<file path="config.mk">
export PLATFORM = sky130hd
export DESIGN_NAME = tick_sequence_quantizer
export DESIGN_NICKNAME = d
export VERILOG_FILES = /design/src/sv/tsq_pkg.sv /design/src/sv/tsq_datapath.sv /design/src/sv/tsq_ctrl.sv /design/src/sv/tick_sequence_quantizer.sv
export SDC_FILE = /design/constraint.sdc
export NUM_CORES = 2
export LEC_CHECK = 0
export ABC_AREA = 0
export BUFFER_PORTS_ARGS = -buffer_cell sky130_fd_sc_hd__buf_2
export CAP_MARGIN = 30
export CORE_MARGIN = 3
export CORE_UTILIZATION = 45
export CTS_BUF_LIST = sky130_fd_sc_hd__clkbuf_4 sky130_fd_sc_hd__clkbuf_8
export DETAILED_ROUTE_END_ITERATION = 16
export GPL_TIMING_DRIVEN = 0
export PLACE_DENSITY = 0.61
export SYNTH_ARGS = -nofsm -noshare
export SYNTH_HDL_FRONTEND = slang
export SYNTH_SLANG_ARGS = --single-unit
</file>
<file path="constraint.sdc">
create_clock -name clk_i -period 8.78 [get_ports clk_i]
set_input_delay 1.756 -clock clk_i [delete_from_list [all_inputs] [get_ports clk_i]]
set_output_delay 1.756 -clock clk_i [all_outputs]
set_load 0.02 [all_outputs]
</file>
<file path="src/sv/tsq_pkg.sv">
// ----------------------------------------------------------------------------
// tsq_pkg
// Shared widths, reset values, result codes and controller/datapath signal
// groups for the tick sequence quantizer.
// ----------------------------------------------------------------------------
`default_nettype none

package tsq_pkg;

  localparam int unsigned SEQ_BITS_DEF = 32;
  localparam int unsigned NOW_W        = 63;
  localparam int unsigned PERIOD_W     = 32;
  localparam int unsigned SEQ_OUT_W    = 32;
  localparam int unsigned TOTAL_W      = 64;

  localparam logic [PERIOD_W-1:0] PERIOD_RESET = 32'd100000000;

  typedef enum logic [1:0] {
    ST_IN_ORDER  = 2'd0,
    ST_RESYNC    = 2'd1,
    ST_DUPLICATE = 2'd2,
    ST_REJECT    = 2'd3
  } tsq_status_e;

  // controller -> datapath
  typedef struct packed {
    logic accept;    // latch sample, move anchor
    logic prep;      // elapsed = now - anchor
    logic check;     // range/zero check, load divider
    logic div_step;  // one restoring division step
    logic mul;       // quotient * period
    logic classify;  // tick time, duplicate/resync/gap decision
    logic commit;    // load result register, bump totals
  } tsq_cmd_t;

  // datapath -> controller
  typedef struct packed {
    logic reject;    // meaningful while check is issued
  } tsq_stat_t;

endpackage

`default_nettype wire

</file>
<file path="src/sv/tsq_datapath.sv">
// ----------------------------------------------------------------------------
// tsq_datapath
// Anchor tracking, serial divider, tick-time multiply-add, classification,
// running totals and the result register.
// ----------------------------------------------------------------------------
`default_nettype none

module tsq_datapath import tsq_pkg::*; #(
  parameter int unsigned SEQ_BITS = SEQ_BITS_DEF
) (
  input  wire logic                 clk_i,
  input  wire logic                 rst_ni,
  input  wire logic                 cfg_valid_i,
  input  wire logic [PERIOD_W-1:0]  cfg_period_ns_i,
  input  wire logic                 clock_valid_i,
  input  wire logic [NOW_W-1:0]     now_ns_i,
  input  wire tsq_cmd_t             cmd_i,
  output tsq_stat_t                 stat_o,
  output logic [1:0]                status_o,
  output logic [SEQ_OUT_W-1:0]      tick_seq_o,
  output logic [NOW_W-1:0]          tick_time_ns_o,
  output logic [SEQ_OUT_W-1:0]      gap_o,
  output logic [TOTAL_W-1:0]        skipped_total_o,
  output logic [TOTAL_W-1:0]        duplicate_total_o,
  output logic [TOTAL_W-1:0]        resync_total_o,
  output logic [TOTAL_W-1:0]        reject_total_o
);

  localparam int unsigned HI_W   = NOW_W - SEQ_BITS;
  localparam int unsigned CMP_W  = (HI_W > PERIOD_W) ? HI_W : PERIOD_W;
  localparam int unsigned PROD_W = SEQ_BITS + PERIOD_W;

  logic [PERIOD_W-1:0] period_q;
  logic [NOW_W-1:0]    now_q;
  logic [NOW_W-1:0]    anchor_q;
  logic                anchor_set_q;
  logic                rej_q;
  logic [NOW_W-1:0]    elapsed_q;
  logic [PERIOD_W-1:0] rem_q;
  logic [SEQ_BITS-1:0] dvd_q;
  logic [PROD_W-1:0]   prod_q;
  logic [NOW_W-1:0]    time_q;
  tsq_status_e         class_q;
  logic [SEQ_BITS-1:0] gap_q;
  logic                emitted_q;
  logic [SEQ_BITS-1:0] last_q;
  logic [TOTAL_W-1:0]  skipped_q;
  logic [TOTAL_W-1:0]  dup_q;
  logic [TOTAL_W-1:0]  resync_q;
  logic [TOTAL_W-1:0]  reject_q;
  tsq_status_e         out_status_q;
  logic [SEQ_BITS-1:0] out_seq_q;
  logic [NOW_W-1:0]    out_time_q;
  logic [SEQ_BITS-1:0] out_gap_q;

  logic                ovf;
  logic                period_zero;
  logic [PERIOD_W:0]   trial;
  logic                trial_ge;
  logic                move_anchor;

  assign move_anchor = clock_valid_i && (!anchor_set_q || (now_ns_i < anchor_q));
  // quotient overflows SEQ_BITS exactly when the upper dividend part reaches the period
  assign ovf         = CMP_W'(elapsed_q[NOW_W-1:SEQ_BITS]) >= CMP_W'(period_q);
  assign period_zero = (period_q == '0);
  assign trial       = {rem_q, dvd_q[SEQ_BITS-1]};
  assign trial_ge    = trial >= {1'b0, period_q};

  assign stat_o.reject = rej_q || period_zero || ovf;

  always_ff @(posedge clk_i or negedge rst_ni) begin
    if (!rst_ni) begin
      period_q     <= PERIOD_RESET;
      anchor_q     <= '0;
      anchor_set_q <= 1'b0;
      rej_q        <= 1'b0;
      emitted_q    <= 1'b0;
      last_q       <= '0;
      skipped_q    <= '0;
      dup_q        <= '0;
      resync_q     <= '0;
      reject_q     <= '0;
    end else begin
      if (cfg_valid_i) begin
        period_q <= cfg_period_ns_i;
      end
      if (cmd_i.accept) begin
        rej_q <= !clock_valid_i;
        if (move_anchor) begin
          anchor_q     <= now_ns_i;
          anchor_set_q <= 1'b1;
        end
      end
      if (cmd_i.check) begin
        rej_q <= rej_q || period_zero || ovf;
      end
      if (cmd_i.classify) begin
        emitted_q <= 1'b1;
        last_q    <= dvd_q;
      end
      if (cmd_i.commit) begin
        if (rej_q) begin
          reject_q <= reject_q + TOTAL_W'(1);
        end else begin
          case (class_q)
            ST_IN_ORDER:  skipped_q <= skipped_q + TOTAL_W'(gap_q);
            ST_RESYNC:    resync_q  <= resync_q + TOTAL_W'(1);
            ST_DUPLICATE: dup_q     <= dup_q + TOTAL_W'(1);
            default:      ;
          endcase
        end
      end
    end
  end

  // payload registers
  always_ff @(posedge clk_i) begin
    if (cmd_i.accept) begin
      now_q <= now_ns_i;
    end
    if (cmd_i.prep) begin
      elapsed_q <= now_q - anchor_q;
    end
    if (cmd_i.check) begin
      rem_q <= PERIOD_W'(elapsed_q[NOW_W-1:SEQ_BITS]);
      dvd_q <= elapsed_q[SEQ_BITS-1:0];
    end
    if (cmd_i.div_step) begin
      // remainder stays below period, so trial - period fits PERIOD_W bits
      rem_q <= trial_ge ? PERIOD_W'(trial - {1'b0, period_q}) : trial[PERIOD_W-1:0];
      dvd_q <= {dvd_q[SEQ_BITS-2:0], trial_ge};
    end
    if (cmd_i.mul) begin
      prod_q <= PROD_W'(dvd_q) * PROD_W'(period_q);
    end
    if (cmd_i.classify) begin
      time_q <= anchor_q + NOW_W'(prod_q);
      gap_q  <= '0;
      if (!emitted_q) begin
        class_q <= ST_IN_ORDER;
      end else if (dvd_q == last_q) begin
        class_q <= ST_DUPLICATE;
      end else if (dvd_q < last_q) begin
        class_q <= ST_RESYNC;
      end else begin
        class_q <= ST_IN_ORDER;
        gap_q   <= dvd_q - last_q - SEQ_BITS'(1);
      end
    end
    if (cmd_i.commit) begin
      if (rej_q) begin
        out_status_q <= ST_REJECT;
        out_seq_q    <= '0;
        out_time_q   <= '0;
        out_gap_q    <= '0;
      end else begin
        out_status_q <= class_q;
        out_seq_q    <= dvd_q;
        out_time_q   <= time_q;
        out_gap_q    <= gap_q;
      end
    end
  end

  assign status_o          = out_status_q;
  assign tick_seq_o        = SEQ_OUT_W'(out_seq_q);
  assign tick_time_ns_o    = out_time_q;
  assign gap_o             = SEQ_OUT_W'(out_gap_q);
  assign skipped_total_o   = skipped_q;
  assign duplicate_total_o = dup_q;
  assign resync_total_o    = resync_q;
  assign reject_total_o    = reject_q;

  // gap is only nonzero on an in-order emission
  assert property (@(posedge clk_i) disable iff (!rst_ni)
    cmd_i.classify && (!emitted_q || dvd_q <= last_q) |=> gap_q == '0)
    else $error("tsq: gap set outside in-order step");

  // a rejected result never carries a tick
  assert property (@(posedge clk_i) disable iff (!rst_ni)
    cmd_i.commit && rej_q |=> out_seq_q == '0 && out_time_q == '0)
    else $error("tsq: rejected result carries tick");

  // the reject total moves only on a rejected commit
  assert property (@(posedge clk_i) disable iff (!rst_ni)
    !(cmd_i.commit && rej_q) |=> $stable(reject_q))
    else $error("tsq: reject total moved without reject");

endmodule

`default_nettype wire

</file>
<file path="src/sv/tsq_ctrl.sv">
// ----------------------------------------------------------------------------
// tsq_ctrl
// Sequencer for one sample at a time: handshakes, divider step count and
// result-register valid.
// ----------------------------------------------------------------------------
`default_nettype none

module tsq_ctrl import tsq_pkg::*; #(
  parameter int unsigned SEQ_BITS = SEQ_BITS_DEF
) (
  input  wire logic      clk_i,
  input  wire logic      rst_ni,
  input  wire logic      in_valid_i,
  output logic           in_ready_o,
  output logic           out_valid_o,
  input  wire logic      out_ready_i,
  input  wire tsq_stat_t stat_i,
  output tsq_cmd_t       cmd_o
);

  localparam int unsigned CNT_BITS = $clog2(SEQ_BITS);

  localparam logic [2:0] S_IDLE  = 3'd0;
  localparam logic [2:0] S_PREP  = 3'd1;
  localparam logic [2:0] S_CHECK = 3'd2;
  localparam logic [2:0] S_DIV   = 3'd3;
  localparam logic [2:0] S_MUL   = 3'd4;
  localparam logic [2:0] S_CLASS = 3'd5;
  localparam logic [2:0] S_DONE  = 3'd6;

  logic [2:0]          state_q, state_d;
  logic [CNT_BITS-1:0] cnt_q, cnt_d;
  logic                out_valid_q, out_valid_d;
  logic                slot_free;

  assign slot_free  = !out_valid_q || out_ready_i;
  assign in_ready_o = (state_q == S_IDLE);

  always_comb begin
    state_d = state_q;
    cnt_d   = cnt_q;
    cmd_o   = '0;
    case (state_q)
      S_IDLE: begin
        if (in_valid_i) begin
          cmd_o.accept = 1'b1;
          state_d      = S_PREP;
        end
      end
      S_PREP: begin
        cmd_o.prep = 1'b1;
        state_d    = S_CHECK;
      end
      S_CHECK: begin
        cmd_o.check = 1'b1;
        cnt_d       = CNT_BITS'(SEQ_BITS - 1);
        state_d     = stat_i.reject ? S_DONE : S_DIV;
      end
      S_DIV: begin
        cmd_o.div_step = 1'b1;
        cnt_d          = cnt_q - CNT_BITS'(1);
        if (cnt_q == '0) begin
          state_d = S_MUL;
        end
      end
      S_MUL: begin
        cmd_o.mul = 1'b1;
        state_d   = S_CLASS;
      end
      S_CLASS: begin
        cmd_o.classify = 1'b1;
        state_d        = S_DONE;
      end
      S_DONE: begin
        // wait until the result register can take the new result
        if (slot_free) begin
          cmd_o.commit = 1'b1;
          state_d      = S_IDLE;
        end
      end
      default: state_d = S_IDLE;
    endcase
  end

  always_comb begin
    out_valid_d = out_valid_q;
    if (out_ready_i) begin
      out_valid_d = 1'b0;
    end
    if (cmd_o.commit) begin
      out_valid_d = 1'b1;
    end
  end

  always_ff @(posedge clk_i or negedge rst_ni) begin
    if (!rst_ni) begin
      state_q     <= S_IDLE;
      cnt_q       <= '0;
      out_valid_q <= 1'b0;
    end else begin
      state_q     <= state_d;
      cnt_q       <= cnt_d;
      out_valid_q <= out_valid_d;
    end
  end

  assign out_valid_o = out_valid_q;

  assert property (@(posedge clk_i) disable iff (!rst_ni)
    $onehot0(cmd_o))
    else $error("tsq: more than one datapath command");

  assert property (@(posedge clk_i) disable iff (!rst_ni)
    in_valid_i && in_ready_o |=> state_q == S_PREP)
    else $error("tsq: request accepted without starting");

  assert property (@(posedge clk_i) disable iff (!rst_ni)
    state_q == S_DIV && cnt_q == '0 |=> state_q == S_MUL)
    else $error("tsq: divider step count wrong");

  assert property (@(posedge clk_i) disable iff (!rst_ni)
    cmd_o.commit |=> out_valid_o)
    else $error("tsq: committed result not presented");

endmodule

`default_nettype wire

</file>
<file path="src/sv/tick_sequence_quantizer.sv">
// ----------------------------------------------------------------------------
// tick_sequence_quantizer
// Turns nanosecond clock samples into tick numbers relative to an anchor.
//
// Input channel (in_valid_i/in_ready_o) takes one request: clock_valid_i and
// now_ns_i. Each request gives exactly one result on the output channel
// (out_valid_o/out_ready_i): status, tick number, tick time, gap and the four
// running totals after this request.
// The result comes from the restoring divider, which retires one quotient bit
// per cycle; a rejected request skips the divider. One request is worked on
// at a time; the next is taken the cycle after the result is loaded.
// The result sits in an output register: a new request is accepted while it
// waits, and only the final load waits for the receiver to drain it.
// cfg_period_ns_i is written through cfg_valid_i (cfg_ready_o is always
// high). The user must write it only while no request is in flight; the
// block itself does not enforce this.
// Reset clears anchor, last tick and all totals; period returns to 0.1 s.
// ----------------------------------------------------------------------------
`default_nettype none

module tick_sequence_quantizer import tsq_pkg::*; #(
  parameter int unsigned SEQ_BITS = SEQ_BITS_DEF
) (
  input  wire logic                 clk_i,
  input  wire logic                 rst_ni,
  input  wire logic                 cfg_valid_i,
  output logic                      cfg_ready_o,
  input  wire logic [PERIOD_W-1:0]  cfg_period_ns_i,
  input  wire logic                 in_valid_i,
  output logic                      in_ready_o,
  input  wire logic                 clock_valid_i,
  input  wire logic [NOW_W-1:0]     now_ns_i,
  output logic                      out_valid_o,
  input  wire logic                 out_ready_i,
  output logic [1:0]                status_o,
  output logic [SEQ_OUT_W-1:0]      tick_seq_o,
  output logic [NOW_W-1:0]          tick_time_ns_o,
  output logic [SEQ_OUT_W-1:0]      gap_o,
  output logic [TOTAL_W-1:0]        skipped_total_o,
  output logic [TOTAL_W-1:0]        duplicate_total_o,
  output logic [TOTAL_W-1:0]        resync_total_o,
  output logic [TOTAL_W-1:0]        reject_total_o
);

  tsq_cmd_t  cmd;
  tsq_stat_t stat;

  assign cfg_ready_o = 1'b1;

  tsq_ctrl #(
    .SEQ_BITS (SEQ_BITS)
  ) u_ctrl (
    .clk_i       (clk_i),
    .rst_ni      (rst_ni),
    .in_valid_i  (in_valid_i),
    .in_ready_o  (in_ready_o),
    .out_valid_o (out_valid_o),
    .out_ready_i (out_ready_i),
    .stat_i      (stat),
    .cmd_o       (cmd)
  );

  tsq_datapath #(
    .SEQ_BITS (SEQ_BITS)
  ) u_datapath (
    .clk_i             (clk_i),
    .rst_ni            (rst_ni),
    .cfg_valid_i       (cfg_valid_i),
    .cfg_period_ns_i   (cfg_period_ns_i),
    .clock_valid_i     (clock_valid_i),
    .now_ns_i          (now_ns_i),
    .cmd_i             (cmd),
    .stat_o            (stat),
    .status_o          (status_o),
    .tick_seq_o        (tick_seq_o),
    .tick_time_ns_o    (tick_time_ns_o),
    .gap_o             (gap_o),
    .skipped_total_o   (skipped_total_o),
    .duplicate_total_o (duplicate_total_o),
    .resync_total_o    (resync_total_o),
    .reject_total_o    (reject_total_o)
  );

endmodule

`default_nettype wire
</file>
-- Word-level counts from Yosys, hierarchy flattened
Index checks and enable logic that the tools add are counted.
- reductions and logical operators: 24
- div/mod/pow operators: 0
- $mul: 1
- $lt $le $gt $ge: 4
- shifts and indexed selects: 0
- add/sub/neg operators: 10
- eq/ne operators: 12
- bitwise operators: 2
- muxes and demuxes: 26
- operators by type and width (kind ; number):
    64-bit by 1-bit adder with 64-bit output (second input constant) ; 3
    32-bit 2-to-1 mux ; 5
    64-bit by 32-bit adder with 64-bit output ; 1
    32-bit subtractor ; 2
    63-bit adder ; 1
    63-bit < comparator ; 1
    32-bit by 32-bit multiplier with 63-bit output ; 1
    63-bit subtractor ; 1
    33-bit by 32-bit greater-or-equal comparator with 1-bit output ; 1
    32-bit == test ; 1
    31-bit by 32-bit greater-or-equal comparator with 1-bit output ; 1
    32-bit zero test ; 1
    32-bit < comparator ; 1
    32-bit by 1-bit subtractor with 32-bit output (second input constant) ; 1
    3-bit case mux with 7 select lines ; 1
    1-bit 2-to-1 mux ; 14
    3-bit 2-to-1 mux ; 4
    3-bit AND reduction ; 4
    5-bit case mux with 2 select lines ; 1
    3-bit == test (second input constant) ; 3
    2-bit nonzero test ; 4
    3-bit by 2-bit == test with 1-bit output (second input constant) ; 2
    5-bit zero test ; 1
    5-bit by 1-bit subtractor with 5-bit output (second input constant) ; 1
    15 further kinds ; 23
- memory bits (read-only): 0
- flip-flop bits (word level): 874
- word-level logic and storage cells: 105
- latch bits: 0
- memories: 0
- RAM bits: 0

-- Logic depth before layout (Yosys ltp)
- depth in word-level cells: 5
- gate-level depth with buffers: 30
- depth with buffers taken out: 28

-- Modules after synthesis
A second synthesis with hierarchy kept.
- cell total of the unflattened synthesis: 7961
- area total of the unflattened synthesis: 79944.2 um^2
- modules (own cells, without submodules) (module ; area each (um^2) ; instances ; cells an instance):
    tsq_datapath ; 79416.2 ; 1 ; 7902
    tsq_ctrl ; 516.7 ; 1 ; 57
    tick_sequence_quantizer ; 11.3 ; 1 ; 2

-- Worst setup path before layout
OpenSTA, ideal clock, no wires.
- path kind: reg2reg
- from: register u_datapath.dvd_q[16]
- to: register u_datapath.prod_q[62], data pin
- clock period less this slack: 7.742 ns
- arrival: 7.481 ns
- required time: 8.520 ns
- setup slack: 1.038 ns
- cell stages (with the launch flop): 28
- setup time: 0.260 ns
- path through: edfxtp_1 -> clkbuf_1 -> and2_1 -> fa_1 -> inv_1 -> fa_1 -> fa_1 -> fa_1 -> inv_1 -> fa_1 -> inv_1 -> fa_1 -> inv_1 -> fa_1 -> inv_1 -> fa_1 -> inv_1 -> ha_1 -> nand4_1 -> nor3_1 -> o2111ai_1 -> a31oi_1 -> a41oi_1 -> o31ai_1 -> a31oi_1 -> o21ai_0 -> a31oi_1 -> xnor2_1
- cells in the longest elaborated chain, start to end: 1
- RTL lines (what ; RTL line ; RTL):
    from (decl) ; tsq_datapath.sv:40 ; logic [SEQ_BITS-1:0] dvd_q;
    from (signal assigned) ; tsq_datapath.sv:126 ; dvd_q <= elapsed_q[SEQ_BITS-1:0];
    from (signal assigned) ; tsq_datapath.sv:131 ; dvd_q <= {dvd_q[SEQ_BITS-2:0], trial_ge};
    32-bit by 32-bit multiplier with 63-bit output ; tsq_datapath.sv:134 ; prod_q <= PROD_W'(dvd_q) * PROD_W'(period_q);
    to (signal assigned) ; tsq_datapath.sv:134 ;
    to (decl) ; tsq_datapath.sv:41 ; logic [PROD_W-1:0] prod_q;
No other way between the ends.
A chain may end at the register's enable or synchronous reset.

-- Final worst setup path
- from: register u_datapath.dvd_q[13]
- to: register u_datapath.prod_q[60], data pin
Same word-level chain as after synthesis.

==> results.cfg <==
[sta]
relSlewSlack_pct = 25.25
setup_viol = 0
rsz0062_at_grt = true
hold_viol = 0
finalCritPeriodShare_pct = 98.87
finalCriticalPeriod_ps = 8681
max_freq_mhz = 115.2
slew_viol_final = 0
clock_skew_ps = 53.82
worst_slew_pin_slew_ps = 1121

[yosys]
syn_area_per_cell_um2 = 9.906
synth_ff_type = edfxtp_1
postSynthCellCount = 8090
synth_cell_types = 91
seq_area_frac_synth_pct = 30.30
synth_nets = 9668
syn-cell-area_um2 = 80140
ys_ff_latch = 874
yosys_warnings = 0
ys_async_sr_fraction_pct = 45.19
synth_edf_count = 479

[floorplan]
boundaryPins = 489
initial_utilization_pct = 45.41
dieWidth_um = 428.0
dieArea_um2 = 183200
rows = 154
core-area_um2 = 176500
die_h_um = 428.0

[placement]
gp_congestion = 1.050
place_hpwl_um = 242800
place_inst = 10990
port_buffers = 486

[critical_path]
cp-startpoint = u_datapath.dvd_q[13]
crit_slowest_cell = fa_1
worstSetupPathType = register to register
path_depth = 27
worst_setup_path_start_kind = register
regToRegEndpoint = u_datapath.prod_q[60]
r2r_cells = 27
rr_startpoint = u_datapath.dvd_q[13]
path_buf_inv = 7
path_common_cell = fa_1
r2r_slack_ps = 100
cp-endpoint = u_datapath.prod_q[60]
cp_top_family = adder cells
cpPeakStageDelay_ps = 570
crit_path_max_fanout = 9
crit_required_ps = 9430
end_kind = register
crit_arrival_ps = 9340

[final_layout]
fin_cells = 11370
layout-drive-gt1-share_pct = 13.10
fillers = 16480
final_nets = 10450
syn_to_final_growth_pct = 13.84

[clock_tree]
cts_tree = built
cts_buffers = 158
clock_latency_ps = 920
cts.path.max_buffers = 3
clockRootBuffer = clkbuf_8
clk_pin_slew_ps = 60
htree_levels = 4
cts.sinks = 874

[route]
antenna_left = 0
drc = 0
wl_per_cell_um = 26.43
drt_iter0_markers = 5677
vias = 63870
via_per_inst = 5.619
wl_um = 300400
firstDrtPassIters = 6

[status]
status = complete, no violations

[global_route]
grt_pass1_wl_um = 437300
first_global_vias = 64040
overflow = 0
grt_max_degree = 121
antenna_found_initial = 33
track_usage_pct = 32.69

[worst_hold_path]
hold_path_class = register to register

[job]
cap_violations = 0
==> metrics by stage <==
stage                     instance area (um^2)  setup TNS (ps)  util (%)  hold WS [ps]  worst slack, ps
after floorplan                          80140               0         -         439.7             1038
after global placement                   85500         -965510     48.44         451.3            -2496
after detailed placement                 86730          -24190     49.14         462.0            -1578
after CTS                                90910               0     51.51         469.2           0.4929
after global routing                     91170          -86.07     51.66         483.5           -72.79
final                                    91240               0     51.69         464.8            98.81
==> logic make-up after synthesis <==
group	synth area share (%)
AOI/OAI and AO/OA	8.860
other	0.004679
buffers and inverters	6.807
xor gates and xnor gates	5.246
DFF	30.30
and+or+nand+nor	16.27
muxes	1.016
adders and majority gates	31.49
==> cells in the mapped netlist (6+ instances only) <==
cell | count | area, um^2
inv_1 | 1097 | 4118
nand2_1 | 946 | 3551
fa_1 | 900 | 18020
ha_1 | 577 | 7219
and2_1 | 573 | 3585
edfxtp_1 | 479 | 14380
dfrtp_1 | 383 | 9584
clkbuf_1 | 334 | 1254
nor2_1 | 329 | 1235
a21oi_1 | 314 | 1572
o21ai_0 | 298 | 1491
xnor2_1 | 295 | 2584
a21o_1 | 208 | 1562
xor2_1 | 185 | 1620
nor2b_1 | 167 | 1045
nand3_1 | 146 | 730.7
nand4_1 | 117 | 732.0
and3_1 | 78 | 488.0
nor3_1 | 69 | 345.3
mux2_2 | 67 | 754.5
nand2b_1 | 50 | 312.8
o21bai_1 | 46 | 345.3
a31oi_1 | 36 | 225.2
a211oi_1 | 33 | 247.7
o21a_1 | 30 | 225.2
nor4_1 | 26 | 162.7
o211ai_1 | 26 | 195.2
and4_1 | 25 | 219.0
o31ai_1 | 21 | 157.7
or3_1 | 20 | 125.1
or2_2 | 13 | 81.33
dfstp_2 | 12 | 315.3
o31a_1 | 11 | 96.34
a31o_2 | 10 | 87.58
a41oi_1 | 10 | 87.58
buf_1 | 9 | 33.78
o41ai_1 | 8 | 70.07
a2111oi_0 | 7 | 61.31
a21boi_0 | 7 | 52.55
a221oi_1 | 7 | 61.31
buf_2 | 7 | 35.03
mux2i_1 | 6 | 60.06
==> cells in the final DEF, fill, tap and decap left out, types with 26 or more instances in the layout <==
cell	Yosys	routed
buf_4	1	62
buf_2	7	500
fa_1	900	900
ha_1	577	575
dfrtp_1	383	381
diode_2	0	28
a21oi_1	314	312
nor3_1	69	68
clkbuf_4	0	63
nand4_1	117	117
clkbuf_2	0	98
clkbuf_1	334	204
a31oi_1	36	34
inv_1	1097	1096
o21a_1	30	30
o21ai_0	298	295
clkinv_1	2	26
nand2b_1	50	50
buf_8	0	52
nor2b_1	167	167
xnor2_1	295	294
a21o_1	208	208
nand2_1	946	946
nor2_1	329	327
mux2_2	67	67
o21bai_1	46	45
nand3_1	146	144
o211ai_1	26	26
xor2_1	185	185
and2_1	573	572
edfxtp_1	479	479
a211oi_1	33	33
and3_1	78	78
clkbuf_8	0	177
==> state kept, by name (all words and copies together) (netlist names), 2 cells and up <==
signal / flops
u_datapath.time_q: 63
u_datapath.now_q: 63
u_datapath.resync_total_o: 64
u_ctrl.state_q: 3
u_datapath.class_q: 2
u_datapath.prod_q: 63
u_datapath.status_o: 2
u_ctrl.cnt_q: 5
u_datapath.gap_o: 32
u_datapath.anchor_q: 63
u_datapath.skipped_total_o: 64
u_datapath.last_q: 32
u_datapath.period_q: 32
u_datapath.reject_total_o: 64
u_datapath.rem_q: 32
u_datapath.gap_q: 32
u_datapath.duplicate_total_o: 64
u_datapath.dvd_q: 32
u_datapath.tick_seq_o: 32
u_datapath.tick_time_ns_o: 63
u_datapath.elapsed_q: 63
==> how the worst min path moves through the flow <==
stage,start,to,slack [ps],cells past startpoint
after floorplan,u_datapath.emitted_q,u_datapath.emitted_q,440,2
after global placement,u_datapath.reject_total_o[63],u_datapath.reject_total_o[63],450,1
after detailed placement,u_datapath.reject_total_o[63],u_datapath.reject_total_o[63],460,1
after CTS,u_datapath.reject_total_o[63],u_datapath.reject_total_o[63],470,1
after global routing,u_datapath.reject_total_o[63],u_datapath.reject_total_o[63],480,1
final,u_datapath.reject_total_o[63],u_datapath.reject_total_o[63],460,1
==> per-layer routing <==
| metal | track usage, % | part of all wire, % | vias up | routed length, um |
|---|---|---|---|---|
| li1 | - | - | 28060 | - |
| met1 | 41.27 | 39 | 32000 | 117300 |
| met2 | 51.37 | 45 | 3031 | 136200 |
| met3 | 7.420 | 8.6 | 770 | 25690 |
| met4 | 19.68 | 7.0 | 12 | 21170 |
| met5 | 0 | 0.028 | - | 84 |
==> area by class of cell <==
cell class / count / area [um^2] / share of cell area, %
Antenna cell: 28 / 70.07 / 0.07680
Buffer: 339 / 1469 / 1.610
Clock buffer: 228 / 2813 / 3.083
Clock inverter: 60 / 588.1 / 0.6446
Inverter: 1099 / 4131 / 4.528
Multi-Input combinational cell: 5766 / 50610 / 55.48
Sequential cell: 874 / 24290 / 26.62
Tap cell: 2340 / 2928 / 3.209
Timing Repair Buffer: 633 / 4335 / 4.752
==> repair_timing <==
| item | CTS | global route |
|---|---|---|
| hold buffers | 0 | 0 |
| gates resized for setup | 104 | 122 |
| setup endpoints to repair | 33 | 17 |
| pin swaps | 3 | 8 |
| setup buffers | 59 | 11 |
| endpoints found under the hold margin | 0 | 0 |
| cloned | 0 | 0 |
Power is not shown: default switching activity piles up to over one toggle a cycle in this logic, so the estimate is an artifact.
